[src/rtl/sic_pkg.sv]
`timescale 1ns / 1ps
package sic_pkg;

  localparam int unsigned AtrMaxBytes = 33;
  localparam int unsigned QueueDepth  = 2;

  typedef struct packed {
    logic       kind;
    logic [7:0] line_byte;
    logic       reset_level;
  } in_item_t;

  typedef struct packed {
    logic [7:0] byte_out;
    logic [3:0] byte_class;
    logic       frame_end;
    logic       check_ok;
    logic       rate_update;
    logic [7:0] rate_value;
    logic [2:0] link_phase;
  } out_item_t;

  typedef enum logic [2:0] {
    PhReset    = 3'd0,
    PhWaitAtr  = 3'd1,
    PhInAtr    = 3'd2,
    PhWaitTpdu = 3'd3,
    PhInTpdu   = 3'd4,
    PhPpsReq   = 3'd5,
    PhWaitRsp  = 3'd6,
    PhPpsRsp   = 3'd7
  } phase_e;

  localparam logic [3:0] ClDiscard = 4'd0;
  localparam logic [3:0] ClAtr     = 4'd1;
  localparam logic [3:0] ClPpsReq  = 4'd2;
  localparam logic [3:0] ClPpsRsp  = 4'd3;
  localparam logic [3:0] ClHeader  = 4'd4;
  localparam logic [3:0] ClProc    = 4'd5;
  localparam logic [3:0] ClData    = 4'd6;
  localparam logic [3:0] ClStatus  = 4'd7;
  localparam logic [3:0] ClEvent   = 4'd8;

  localparam logic [7:0] DefaultRate = 8'h11;

  // Classified request handed from front to back.
  typedef struct packed {
    logic       is_event;
    logic       level;
    logic [7:0] raw;
  } work_t;

endpackage

[src/rtl/sic_front.sv]
`timescale 1ns / 1ps
module sic_front (
  input  logic              in_valid_i,
  output logic              in_stall_o,
  input  sic_pkg::in_item_t in_data_i,
  output logic              push_o,
  output sic_pkg::work_t    push_data_o,
  input  logic              full_i
);
  assign in_stall_o = full_i;
  assign push_o     = in_valid_i & ~full_i;
  always_comb begin
    push_data_o.is_event = in_data_i.kind;
    push_data_o.level    = in_data_i.reset_level;
    push_data_o.raw      = in_data_i.kind ? 8'h00 : in_data_i.line_byte;
  end
endmodule

[src/rtl/sic_queue.sv]
`timescale 1ns / 1ps
module sic_queue #(
  parameter int unsigned Depth = sic_pkg::QueueDepth
) (
  input  logic           clk_i,
  input  logic           rst_ni,
  input  logic           push_i,
  input  sic_pkg::work_t push_data_i,
  output logic           full_o,
  output logic           pop_valid_o,
  output sic_pkg::work_t pop_data_o,
  input  logic           pop_i
);
  localparam int unsigned Aw = (Depth > 1) ? $clog2(Depth) : 1;

  sic_pkg::work_t    mem_q [Depth];
  logic [Aw-1:0]     wr_q, wr_d, rd_q, rd_d;
  logic [Aw:0]       cnt_q, cnt_d;

  assign full_o      = (cnt_q == (Aw+1)'(Depth));
  assign pop_valid_o = (cnt_q != '0);
  assign pop_data_o  = mem_q[rd_q];

  always_comb begin
    wr_d  = wr_q;
    rd_d  = rd_q;
    cnt_d = cnt_q;
    if (push_i) begin
      wr_d = (wr_q == Aw'(Depth - 1)) ? '0 : wr_q + 1'b1;
    end
    if (pop_i) begin
      rd_d = (rd_q == Aw'(Depth - 1)) ? '0 : rd_q + 1'b1;
    end
    if (push_i && !pop_i) begin
      cnt_d = cnt_q + 1'b1;
    end else if (!push_i && pop_i) begin
      cnt_d = cnt_q - 1'b1;
    end
  end

  always_ff @(posedge clk_i or negedge rst_ni) begin
    if (!rst_ni) begin
      wr_q  <= '0;
      rd_q  <= '0;
      cnt_q <= '0;
    end else begin
      wr_q  <= wr_d;
      rd_q  <= rd_d;
      cnt_q <= cnt_d;
    end
  end

  always_ff @(posedge clk_i) begin
    if (push_i) begin
      mem_q[wr_q] <= push_data_i;
    end
  end
endmodule

[src/rtl/sic_back.sv]
`timescale 1ns / 1ps
module sic_back #(
  parameter int unsigned AtrMax = sic_pkg::AtrMaxBytes
) (
  input  logic               clk_i,
  input  logic               rst_ni,
  input  logic               pop_valid_i,
  input  sic_pkg::work_t     pop_data_i,
  output logic               pop_o,
  output logic               out_valid_o,
  input  logic               out_stall_i,
  output sic_pkg::out_item_t out_data_o
);
  sic_pkg::phase_e   phase_q, phase_d;
  logic [2:0]  atr_step_q, atr_step_d, pps_step_q, pps_step_d;
  logic [3:0]  tpdu_step_q, tpdu_step_d;
  logic        inv_q, inv_d;
  logic [5:0]  atr_cnt_q, atr_cnt_d;
  logic [3:0]  hist_q, hist_d, iface_q, iface_d;
  logic [15:0] proto_q, proto_d;
  logic [7:0]  fmt_q, fmt_d, param_q, param_d, xr_q, xr_d, ins_q, ins_d, len_q, len_d;
  logic [8:0]  cnt_q, cnt_d;
  logic        ov_q;
  sic_pkg::out_item_t od_q, res;

  logic step;
  logic [7:0] b, flip;
  logic [3:0] msk;
  logic [2:0] s;
  logic       fnd, hist_done, ok;
  logic [9:0] limit;

  assign step        = pop_valid_i & (~ov_q | ~out_stall_i);
  assign pop_o       = step;
  assign out_valid_o = ov_q;
  assign out_data_o  = od_q;

  always_comb begin
    for (int i = 0; i < 8; i++) begin
      flip[i] = ~pop_data_i.raw[7-i];
    end
  end

  always_comb begin
    phase_d = phase_q; atr_step_d = atr_step_q; pps_step_d = pps_step_q;
    tpdu_step_d = tpdu_step_q; inv_d = inv_q; atr_cnt_d = atr_cnt_q;
    hist_d = hist_q; iface_d = iface_q; proto_d = proto_q; fmt_d = fmt_q;
    param_d = param_q; xr_d = xr_q; ins_d = ins_q; len_d = len_q; cnt_d = cnt_q;
    res = '0;
    b = (inv_q && !pop_data_i.is_event) ? flip : pop_data_i.raw;
    msk = '0; s = '0; fnd = 1'b0; hist_done = 1'b0; ok = 1'b0; limit = '0;
    res.byte_class = sic_pkg::ClDiscard;
    if (pop_data_i.is_event) begin
      res.byte_class = sic_pkg::ClEvent;
      if (pop_data_i.level) begin
        phase_d = sic_pkg::PhWaitAtr;
      end else if (phase_q != sic_pkg::PhReset) begin
        phase_d = sic_pkg::PhReset;
        res.rate_update = 1'b1;
        res.rate_value = sic_pkg::DefaultRate;
      end
    end else begin
      case (phase_q)
        sic_pkg::PhWaitAtr, sic_pkg::PhInAtr: begin
          if (phase_q == sic_pkg::PhWaitAtr) begin
            phase_d = sic_pkg::PhInAtr; atr_cnt_d = '0; inv_d = 1'b0;
            proto_d = '0; atr_step_d = '0;
          end
          if ({26'd0, atr_cnt_d} < AtrMax) begin
            atr_cnt_d = atr_cnt_d + 1'b1;
            case (atr_step_d)
              3'd0: begin
                if (b == 8'h23 || b == 8'h30) begin
                  inv_d = ~inv_d; atr_step_d = 3'd1; res.byte_class = sic_pkg::ClAtr;
                end else if (b == 8'h3b || b == 8'h3f) begin
                  atr_step_d = 3'd1; res.byte_class = sic_pkg::ClAtr;
                end else begin
                  atr_cnt_d = atr_cnt_d - 1'b1;
                end
              end
              3'd1, 3'd2, 3'd3, 3'd4, 3'd5: begin
                res.byte_class = sic_pkg::ClAtr;
                if (atr_step_d == 3'd1) hist_d = b[3:0];
                if (atr_step_d == 3'd5) proto_d = proto_d | (16'd1 << b[3:0]);
                if (atr_step_d == 3'd1 || atr_step_d == 3'd5) begin
                  iface_d = b[7:4]; s = 3'd0;
                end else begin
                  s = atr_step_d - 3'd1;
                end
                msk = iface_d;
                for (int i = 3; i >= 0; i--) begin
                  if (msk[i] && 3'(i) >= s) begin
                    fnd = 1'b1; atr_step_d = 3'(2 + i);
                  end
                end
                if (!fnd) begin
                  if (hist_d != '0) atr_step_d = 3'd6;
                  else hist_done = 1'b1;
                end
              end
              3'd6: begin
                res.byte_class = sic_pkg::ClAtr;
                if (hist_d != '0) hist_d = hist_d - 1'b1;
                if (hist_d == '0) hist_done = 1'b1;
              end
              3'd7: begin
                res.byte_class = sic_pkg::ClAtr;
                phase_d = sic_pkg::PhWaitTpdu; tpdu_step_d = '0; cnt_d = '0;
                res.frame_end = 1'b1;
              end
              default: ;
            endcase
            if (hist_done) begin
              if (proto_d > 16'd1) begin
                atr_step_d = 3'd7;
              end else begin
                phase_d = sic_pkg::PhWaitTpdu; tpdu_step_d = '0; cnt_d = '0;
                res.frame_end = 1'b1;
              end
            end
          end
        end
        sic_pkg::PhWaitTpdu, sic_pkg::PhWaitRsp, sic_pkg::PhInTpdu,
        sic_pkg::PhPpsReq, sic_pkg::PhPpsRsp: begin
          if ((phase_q == sic_pkg::PhWaitTpdu || phase_q == sic_pkg::PhWaitRsp)
              && b == 8'hff) begin
            phase_d = (phase_q == sic_pkg::PhWaitRsp) ? sic_pkg::PhPpsRsp : sic_pkg::PhPpsReq;
            pps_step_d = '0;
          end else if (phase_q == sic_pkg::PhWaitTpdu) begin
            phase_d = sic_pkg::PhInTpdu;
          end
          if (phase_d == sic_pkg::PhPpsReq || phase_d == sic_pkg::PhPpsRsp) begin
            res.byte_class = (phase_d == sic_pkg::PhPpsReq) ? sic_pkg::ClPpsReq
                                                            : sic_pkg::ClPpsRsp;
            case (pps_step_d)
              3'd0: begin xr_d = b; pps_step_d = 3'd1; end
              3'd1, 3'd2, 3'd3, 3'd4: begin
                xr_d = xr_d ^ b;
                if (pps_step_d == 3'd1) fmt_d = b;
                if (pps_step_d == 3'd2) param_d = b;
                s = pps_step_d - 3'd1;
                pps_step_d = 3'd5;
                for (int i = 2; i >= 0; i--) begin
                  if (fmt_d[4+i] && 3'(i) >= s) pps_step_d = 3'(2 + i);
                end
              end
              3'd5: begin
                xr_d = xr_d ^ b;
                ok = (xr_d == 8'h00);
                res.frame_end = 1'b1; res.check_ok = ok;
                if (phase_d == sic_pkg::PhPpsReq && ok) begin
                  phase_d = sic_pkg::PhWaitRsp;
                end else begin
                  if (phase_d == sic_pkg::PhPpsRsp && ok) begin
                    res.rate_update = 1'b1;
                    res.rate_value = fmt_d[4] ? param_d : sic_pkg::DefaultRate;
                  end
                  phase_d = sic_pkg::PhWaitTpdu; tpdu_step_d = '0; cnt_d = '0;
                end
              end
              default: res.byte_class = sic_pkg::ClDiscard;
            endcase
          end else if (phase_d == sic_pkg::PhInTpdu) begin
            limit = (len_q == 8'd0) ? 10'd261 : {2'b0, len_q} + 10'd5;
            case (tpdu_step_q)
              4'd0: if (b != 8'hff) begin
                cnt_d = 9'd1; tpdu_step_d = 4'd1; res.byte_class = sic_pkg::ClHeader;
              end
              4'd1, 4'd2, 4'd3, 4'd4: begin
                if (tpdu_step_q == 4'd1) ins_d = b;
                if (tpdu_step_q == 4'd4) len_d = b;
                cnt_d = {5'd0, tpdu_step_q} + 9'd1;
                tpdu_step_d = tpdu_step_q + 4'd1;
                res.byte_class = sic_pkg::ClHeader;
              end
              4'd5, 4'd8: begin
                if (tpdu_step_q == 4'd5 && b == 8'h60) begin
                  res.byte_class = sic_pkg::ClProc;
                end else if (tpdu_step_q == 4'd5 && b == ins_q) begin
                  tpdu_step_d = 4'd6; res.byte_class = sic_pkg::ClProc;
                end else if (tpdu_step_q == 4'd5 && b == ~ins_q) begin
                  tpdu_step_d = 4'd7; res.byte_class = sic_pkg::ClProc;
                end else if (b[7:4] == 4'h6 || b[7:4] == 4'h9) begin
                  cnt_d = cnt_q + 1'b1; tpdu_step_d = 4'd9;
                  res.byte_class = sic_pkg::ClStatus;
                end
              end
              4'd9: begin
                phase_d = sic_pkg::PhWaitTpdu; tpdu_step_d = '0; cnt_d = '0;
                res.frame_end = 1'b1; res.byte_class = sic_pkg::ClStatus;
              end
              4'd6, 4'd7: begin
                cnt_d = cnt_q + 1'b1;
                res.byte_class = sic_pkg::ClData;
                if (limit <= {1'b0, cnt_d}) tpdu_step_d = 4'd8;
                else if (tpdu_step_q == 4'd7) tpdu_step_d = 4'd5;
              end
              default: ;
            endcase
          end
        end
        default: ;
      endcase
    end
    res.byte_out = b;
    res.link_phase = phase_d;
  end

  always_ff @(posedge clk_i or negedge rst_ni) begin
    if (!rst_ni) begin
      phase_q <= sic_pkg::PhReset; atr_step_q <= '0; pps_step_q <= '0;
      tpdu_step_q <= '0; inv_q <= 1'b0; atr_cnt_q <= '0; hist_q <= '0;
      iface_q <= '0; proto_q <= '0; fmt_q <= '0; param_q <= '0; xr_q <= '0;
      ins_q <= '0; len_q <= '0; cnt_q <= '0; ov_q <= 1'b0;
    end else begin
      if (step) begin
        phase_q <= phase_d; atr_step_q <= atr_step_d; pps_step_q <= pps_step_d;
        tpdu_step_q <= tpdu_step_d; inv_q <= inv_d; atr_cnt_q <= atr_cnt_d;
        hist_q <= hist_d; iface_q <= iface_d; proto_q <= proto_d; fmt_q <= fmt_d;
        param_q <= param_d; xr_q <= xr_d; ins_q <= ins_d; len_q <= len_d;
        cnt_q <= cnt_d;
      end
      if (step) ov_q <= 1'b1;
      else if (!out_stall_i) ov_q <= 1'b0;
    end
  end

  always_ff @(posedge clk_i) begin
    if (step) od_q <= res;
  end
endmodule

[src/rtl/smartcard_iso7816_sniffer_core.sv]
`timescale 1ns / 1ps
// channel | handshake               | payload
// in      | in_valid_i/in_stall_o   | in_data_i  (sic_pkg::in_item_t)
// out     | out_valid_o/out_stall_i | out_data_o (sic_pkg::out_item_t)
// One item per cycle sustained while out_stall_i is low; a request taken is written
// into the queue, then popped into the registered parser update and result register.
// Reset clears all parser state to the reset phase; no clearing pass.
// An output stall holds the result register; the queue keeps taking requests
// until its Depth entries fill, then in_stall_o rises until the next pop.
module smartcard_iso7816_sniffer_core #(
  parameter int unsigned AtrMax = sic_pkg::AtrMaxBytes,
  parameter int unsigned Depth  = sic_pkg::QueueDepth
) (
  input  logic               clk_i,
  input  logic               rst_ni,
  input  logic               in_valid_i,
  output logic               in_stall_o,
  input  sic_pkg::in_item_t  in_data_i,
  output logic               out_valid_o,
  input  logic               out_stall_i,
  output sic_pkg::out_item_t out_data_o
);
  logic           push, full, pop_valid, pop;
  sic_pkg::work_t push_data, pop_data;

  sic_front u_front (
    .in_valid_i, .in_stall_o, .in_data_i,
    .push_o(push), .push_data_o(push_data), .full_i(full)
  );

  sic_queue #(.Depth(Depth)) u_queue (
    .clk_i, .rst_ni, .push_i(push), .push_data_i(push_data), .full_o(full),
    .pop_valid_o(pop_valid), .pop_data_o(pop_data), .pop_i(pop)
  );

  sic_back #(.AtrMax(AtrMax)) u_back (
    .clk_i, .rst_ni, .pop_valid_i(pop_valid), .pop_data_i(pop_data), .pop_o(pop),
    .out_valid_o, .out_stall_i, .out_data_o
  );

  a_stall_hold: assert property (@(posedge clk_i) disable iff (!rst_ni)
    out_valid_o && out_stall_i |=> out_valid_o && $stable(out_data_o))
    else $error("result changed under stall");
  a_no_pop_empty: assert property (@(posedge clk_i) disable iff (!rst_ni)
    pop |-> pop_valid) else $error("pop from empty queue");
  a_event_zero: assert property (@(posedge clk_i) disable iff (!rst_ni)
    out_valid_o && out_data_o.byte_class == sic_pkg::ClEvent |-> out_data_o.byte_out == 8'h00)
    else $error("event byte not zero");
endmodule
[config.mk]
export PLATFORM = sky130hd
export DESIGN_NAME = smartcard_iso7816_sniffer_core
export DESIGN_NICKNAME = d
export VERILOG_FILES = /design/src/rtl/sic_pkg.sv /design/src/rtl/sic_front.sv /design/src/rtl/sic_queue.sv /design/src/rtl/sic_back.sv /design/src/rtl/smartcard_iso7816_sniffer_core.sv
export SDC_FILE = /design/constraint.sdc
export NUM_CORES = 1
export LEC_CHECK = 0
export BUFFER_PORTS_ARGS = -buffer_cell sky130_fd_sc_hd__buf_4
export CORE_ASPECT_RATIO = 0.75
export CORE_MARGIN = 4
export CORE_UTILIZATION = 43
export CTS_BUF_LIST = sky130_fd_sc_hd__clkbuf_8
export CTS_CLUSTER_DIAMETER = 150
export CTS_CLUSTER_SIZE = 12
export DETAILED_ROUTE_END_ITERATION = 6
export GPL_TIMING_DRIVEN = 0
export SYNTH_ARGS = -nofsm -noshare
export SYNTH_HDL_FRONTEND = slang
export SYNTH_HIERARCHICAL = 1
export SYNTH_SLANG_ARGS = --single-unit
[constraint.sdc]
create_clock -name clk_i -period 3.6 [get_ports clk_i]
set_clock_uncertainty 0.05 [all_clocks]
set_input_delay 0.72 -clock clk_i [delete_from_list [all_inputs] [get_ports clk_i]]
set_output_delay 0.72 -clock clk_i [all_outputs]
set_load 0.02 [all_outputs]
# After elaboration in Yosys (flattened, before gate mapping)
# Memory sizes are Yosys's and may differ from the RTL's.
# Index checks and enable logic that the tools add are counted.
dict set report totals {
  mem_count 1
  out_inout_bits 28
  ram_bits 20
  reg_bits 119
}
# name words word_bits read_ports rd_clocked_by_memory_dff wr line_no
set mem_list {}
lappend mem_list {u_queue.mem_q 2 10 1 0 1 sic_queue.sv:16} ;# sic_pkg::work_t mem_q [Depth];
dict set report classes {
  shifts 1
  n_mux 177
  bitwise_logic 22
  n_reduce_logical 61
  n_lt_le_gt_ge 10
  n_eq_ne 56
  add_sub_neg 13
}
# cell n
set op_table {}
lappend op_table {{9-bit 2-to-1 mux} 20}
lappend op_table {{16-bit 2-to-1 mux} 9}
lappend op_table {{4-bit 2-to-1 mux} 34}
lappend op_table {{3-bit 2-to-1 mux} 45}
lappend op_table {{9-bit one-hot mux with 5 select lines} 1}
lappend op_table {{6-bit 2-to-1 mux} 7}
lappend op_table {{4-bit one-hot mux with 5 select lines} 2}
lappend op_table {{3-bit == test, second input constant} 13}
lappend op_table {{7-bit 2-to-1 mux} 5}
lappend op_table {{1-bit 2-to-1 mux} 33}
lappend op_table {{8-bit by 6-bit == test with 1-bit output, second input constant} 4}
lappend op_table {{8-bit 2-to-1 mux} 3}
lappend op_table {{4-bit one-hot mux with 2 select lines} 3}
lappend op_table {{4-bit by 3-bit == test with 1-bit output, second input constant} 5}
lappend op_table {{5-bit AND reduction} 4}
lappend op_table {{3-bit by 2-bit == test with 1-bit output, second input constant} 6}
lappend op_table {{3-bit one-hot mux with 2 select lines} 3}
lappend op_table {{9-bit one-hot mux with 2 select lines} 1}
lappend op_table {{8-bit == test} 2}
lappend op_table {{16-bit by 1-bit > comparator with 1-bit output, second input constant} 1}
lappend op_table {{1-bit logical AND} 16}
lappend op_table {{8-bit logical NOT} 2}
lappend op_table {{1-bit inverter} 16}
lappend op_table {{16-bit OR} 1}
lappend op_table {{60 further kinds} 104}

# Longest topological paths before layout
dict set report logic_depth {
  depth_word 30
  depth_mapped 16
  mapped_depth_nobuf 14
}

# By module
# Netlist, hierarchy kept.
# mod seq_area_each_um2 area_each_um2 instances cells_each
set modules_own_cells {}
lappend modules_own_cells {sic_back 2957.8 7865.0 1 896}
lappend modules_own_cells {sic_queue 700.7 949.7 1 47}
lappend modules_own_cells {sic_front 0.0 78.8 1 12}

# Worst setup path before layout
# Ideal clock, no wire load.
dict set report synth_path {
  path_kind {register to register}
  startpoint {register u_queue.rd_q}
  endpoint {register u_back.pps_step_q[0]}
  path_stages_with_launch 15
  t_required_ns 3.426
  period_less_slack_ns 3.529
  setup_slack_ns 0.071
  arrival_ns 3.355
  path_cell_list {dfrtp_1 buf_6 mux2_4 nand2b_1 buf_4 a31o_2 o211ai_1 nand2_1 inv_1 ha_1 a21boi_1 nor2_1 a2111oi_0 a31oi_1 o31a_1}
}
# item line_no
set synth_rtl {}
lappend synth_rtl {{start: declaration} sic_queue.sv:17} ;# logic [Aw-1:0] wr_q, wr_d, rd_q, rd_d;
lappend synth_rtl {{start signal: assignment} sic_queue.sv:48} ;# rd_q <= rd_d;
lappend synth_rtl {{end signal: assignment} sic_back.sv:217} ;# phase_q <= phase_d; atr_step_q <= atr_step_d; pps_step_q <= pps_step_d;
lappend synth_rtl {{end: declaration} sic_back.sv:15} ;# logic [2:0] atr_step_q, atr_step_d, pps_step_q, pps_step_d;

==> key figures <==
Status
  • Status: complete, but fails checks
  • Violated checks: design-rule violations

Logic synthesis
  • Synth Net Count: 1001
  • Number of enable flip-flop cells after synthesis: 46
  • Yosys reg bits: 137
  • Syn. warnings: 6
  • Gate Count Post-Synth: 955
  • Yosys cell types: 86
  • Sequential share of the synthesized area: 41.14%
  • Post-synth ARST share: 66.42%
  • Post-synthesis average cell area: 9.313 um^2
  • Mapped cell area: 8894 um^2
  • Predominant post-synthesis flop cell: dfrtp_1

Power
  • Leak: 4.300 nW
  • Max VDD drop: 0.3395 mV
  • PwrDens: 772.7 nW/um^2

Cells and area
  • Fin cells: 1319
  • # fillers: 1893
  • Antenna Cells: 0
  • Most frequent cells in the layout: nand2_1, dfrtp_1, buf_4, o21ai_0, a21oi_1
  • Syn-to-layout area delta: 18.80%
  • Most common library cell in the layout ignoring fill and taps: nand2_1
  • Layout cells sized above 1: 23.00%
  • Final nets: 1094
  • Combined area of the multi-input logic cells: 5202 um^2
  • Area taken by flip-flops and latches: 3661 um^2

Route
  • First-pass iteration count of the detailed router: 7
  • Vias: 7717
  • DR top layer: met4
  • Met2 routed WL: 10050 um
  • Initial DRC count: 782
  • Vias per cell: 5.851
  • M1 wire length: 12310 um
  • Final wirelength: 24670 um
  • DRC: 1
  • Final ANT Viol Nets: 0
  • DR WL met3: 1848 um
  • Wire per inst: 18.71 um

Floorplan
  • # IOs: 42
  • Core Region: 20270 um^2
  • Starting Density: 43.88%
  • FP Rows: 45
  • Die area: 23070 um^2
  • Die extent in x: 174.1 um
  • Die Y: 132.5 um

Critical path
  • Worst Path Arrival: 3.82 ns
  • CP max stage delay: 0.46 ns
  • Critical path class: reg2reg
  • Worst-path cell chain: buf_8, mux2_4, nand2b_4, a31o_4, o211ai_1, buf_4, buf_8, nand2_8, inv_4, ha_2, nor3_1, o31a_1, or3_4, buf_6, mux2_4
  • CP startpoint kind: register
  • WP data required: 3.88 ns
  • Crit-path max FO: 8
  • Critical path's slowest cell: dfrtp_2
  • Worst Setup End Kind: register

Global routing
  • Largest net degree at the start of global routing: 92
  • Number of global-route vias before repair: 6994
  • First-pass GRT wire length: 38940 um
  • Tot GR Track Use: 20.99%
  • Total global routing overflow: 0
  • Initial antenna violation count: 0

Clock tree
  • Clock Tree Buf Depth: 2
  • Clock Pin Slew Worst Setup and Hold Paths: 0.09 ns
  • Post-CTS Hold Buffers: 0
  • Clk_lat worst skew: 0.46 ns
  • Maximum level of the CTS H-tree: 4
  • # clock sinks: 137
  • CTS tree: built
  • Root buf cell: clkbuf_8
  • Inserted Clock Buffers: 17

Place
  • RePlAce Congestion: 0.9202
  • DP HPWL: 17490 um
  • Placed cell count: 1253
  • Buffers added on ports: 40

Timing
  • Setup TNS: 0 ns
  • Final Slew Violations: 0
  • Final Hold Viols: 0
  • Peak Freq: 282.6 MHz
  • Slew @ Worst Pin: 1.226 ns
  • Finish-stage setup viols: 0
  • Min Tclk post-route: 3.538 ns
  • Slew margin rel.: 18.27%
  • Fin crit share: 98.28%

Min path
  • Type of the worst min-delay path: in2reg

Run
  • Max-cap violations: 0
critical path: cells and delay by family, from the launching register on:
| family | cells | cell delay [ns] |
|---|---|---|
| fa+ha+maj | 1 | 0.19 |
| flops | 1 | 0.46 |
| buf+inv | 5 | 0.72 |
| compound gates | 3 | 0.65 |
| simple gates | 4 | 0.67 |
| mux | 2 | 0.65 |
sequential cells by signal (all words and copies together) (netlist names), 2 cells and up:
signal / count
u_back/phase_q: 3
u_back/atr_cnt_q: 6
u_queue/cnt_q: 2
u_back/tpdu_step_q: 4
u_back/atr_step_q: 3
u_back/pps_step_q: 3
u_back/ins_q: 8
u_back/iface_q: 3
u_queue/mem_q: 20
u_back/len_q: 8
u_back/xr_q: 8
u_back/out_data_o: 26
u_back/cnt_q: 9
u_back/proto_q: 15
u_back/param_q: 8
u_back/fmt_q: 3
u_back/hist_q: 4
cell type report:
type	instances	share of cell area, %
plain buffers	45	2.226
multi-input cells	729	49.24
flip-flops and latches	137	34.65
clock inverters	14	1.315
clock buffers	18	2.345
well taps	258	3.055
repair buffers	74	5.471
inverters	44	1.694
logic make-up (layout without fill, tap and decap cells):
family	after synthesis	in the layout	synth area share, %
mux	35	36	5.135
xor+xnor	29	29	2.856
compound gates	269	269	20.34
flops	137	137	41.14
simple gates	361	362	21.58
buf+inv	91	195	4.333
fa+ha+maj	33	33	4.614
synth_stat cells (all sizes together) (7+ instances only):
cell type | number | area share [%]
nor2b | 22 | 1.5
edfxtp | 46 | 16
xnor2 | 15 | 1.5
nor4 | 11 | 0.77
nor4bb | 8 | 0.90
o31ai | 7 | 0.80
xor2 | 14 | 1.4
and4 | 7 | 0.69
nand4 | 12 | 0.84
clkbuf | 31 | 1.3
dfrtp | 91 | 26
and2 | 19 | 1.3
or2 | 14 | 0.98
o211ai | 12 | 1.2
nand2b | 18 | 1.3
a22o | 10 | 0.98
nand2 | 106 | 4.5
a31oi | 22 | 1.5
a21oi | 59 | 3.4
ha | 32 | 4.5
o21ai | 77 | 4.4
o2bb2ai | 10 | 0.98
buf | 16 | 1.2
nor3 | 18 | 1.0
inv | 42 | 1.8
nand3 | 28 | 1.6
a211oi | 7 | 0.59
mux2 | 34 | 5.0
nor2 | 59 | 2.6
power by group:
part | leakage [nW] | switching [mW] | internal, mW
clock | 0.189 | 0.671 | 0.579
sequential | 1.65 | 0.271 | 2.05
combinational | 2.47 | 2.82 | 1.77
total | 4.30 | 3.76 | 4.41
per-stage QoR:
step / area (um^2) / utilization [%] / power [mW] / hold slack [ns] / setup WS, ns
2_1_floorplan: 8894 / - / 5.044 / 0.3744 / 0.07123
6_report: 10570 / 52.12 / 8.164 / 0.3967 / 0.06180
4_1_cts: 10120 / 49.91 / 7.727 / 0.3626 / -0.03028
3_3_place_gp: 9517 / 46.95 / 6.228 / 0.4056 / -0.8548
5_1_grt: 10570 / 52.12 / 8.685 / 0.3713 / -0.02935
3_5_place_dp: 9517 / 46.95 / 6.243 / 0.4116 / -0.6918
worst paths after layout:
kind                                   start                  end  slack [ns]  depth (start not counted)
max                             u_queue/rd_q    u_back/param_q[4]        0.06                         15
min                             in_data_i[0]  u_queue/mem_q[0][8]        0.40                          1
max reg2reg                     u_queue/rd_q    u_back/param_q[4]        0.06                         15
min reg2reg                u_back/proto_q[5]    u_back/proto_q[5]        0.43                          2
max in group asynchronous             rst_ni    u_back/phase_q[1]        2.15                          1
min in group asynchronous             rst_ni      u_back/cnt_q[5]        0.42                          1
per-layer routing:
layer  global-route usage [%]  up-vias
met5                        0        -
met3                    4.884       38
li1                         -     3702
met4                    5.143        0
met1                    33.01     3687
met2                    28.87      290
what timing repair did:
item / CTS / global route
pin swaps: 6 / 17
cloned: 0 / 3
gates resized for setup: 44 / 56
setup buffers: 9 / 24
endpoints found under the setup margin: 56 / 66
Note: power is estimated with default switching activity, not from simulation.
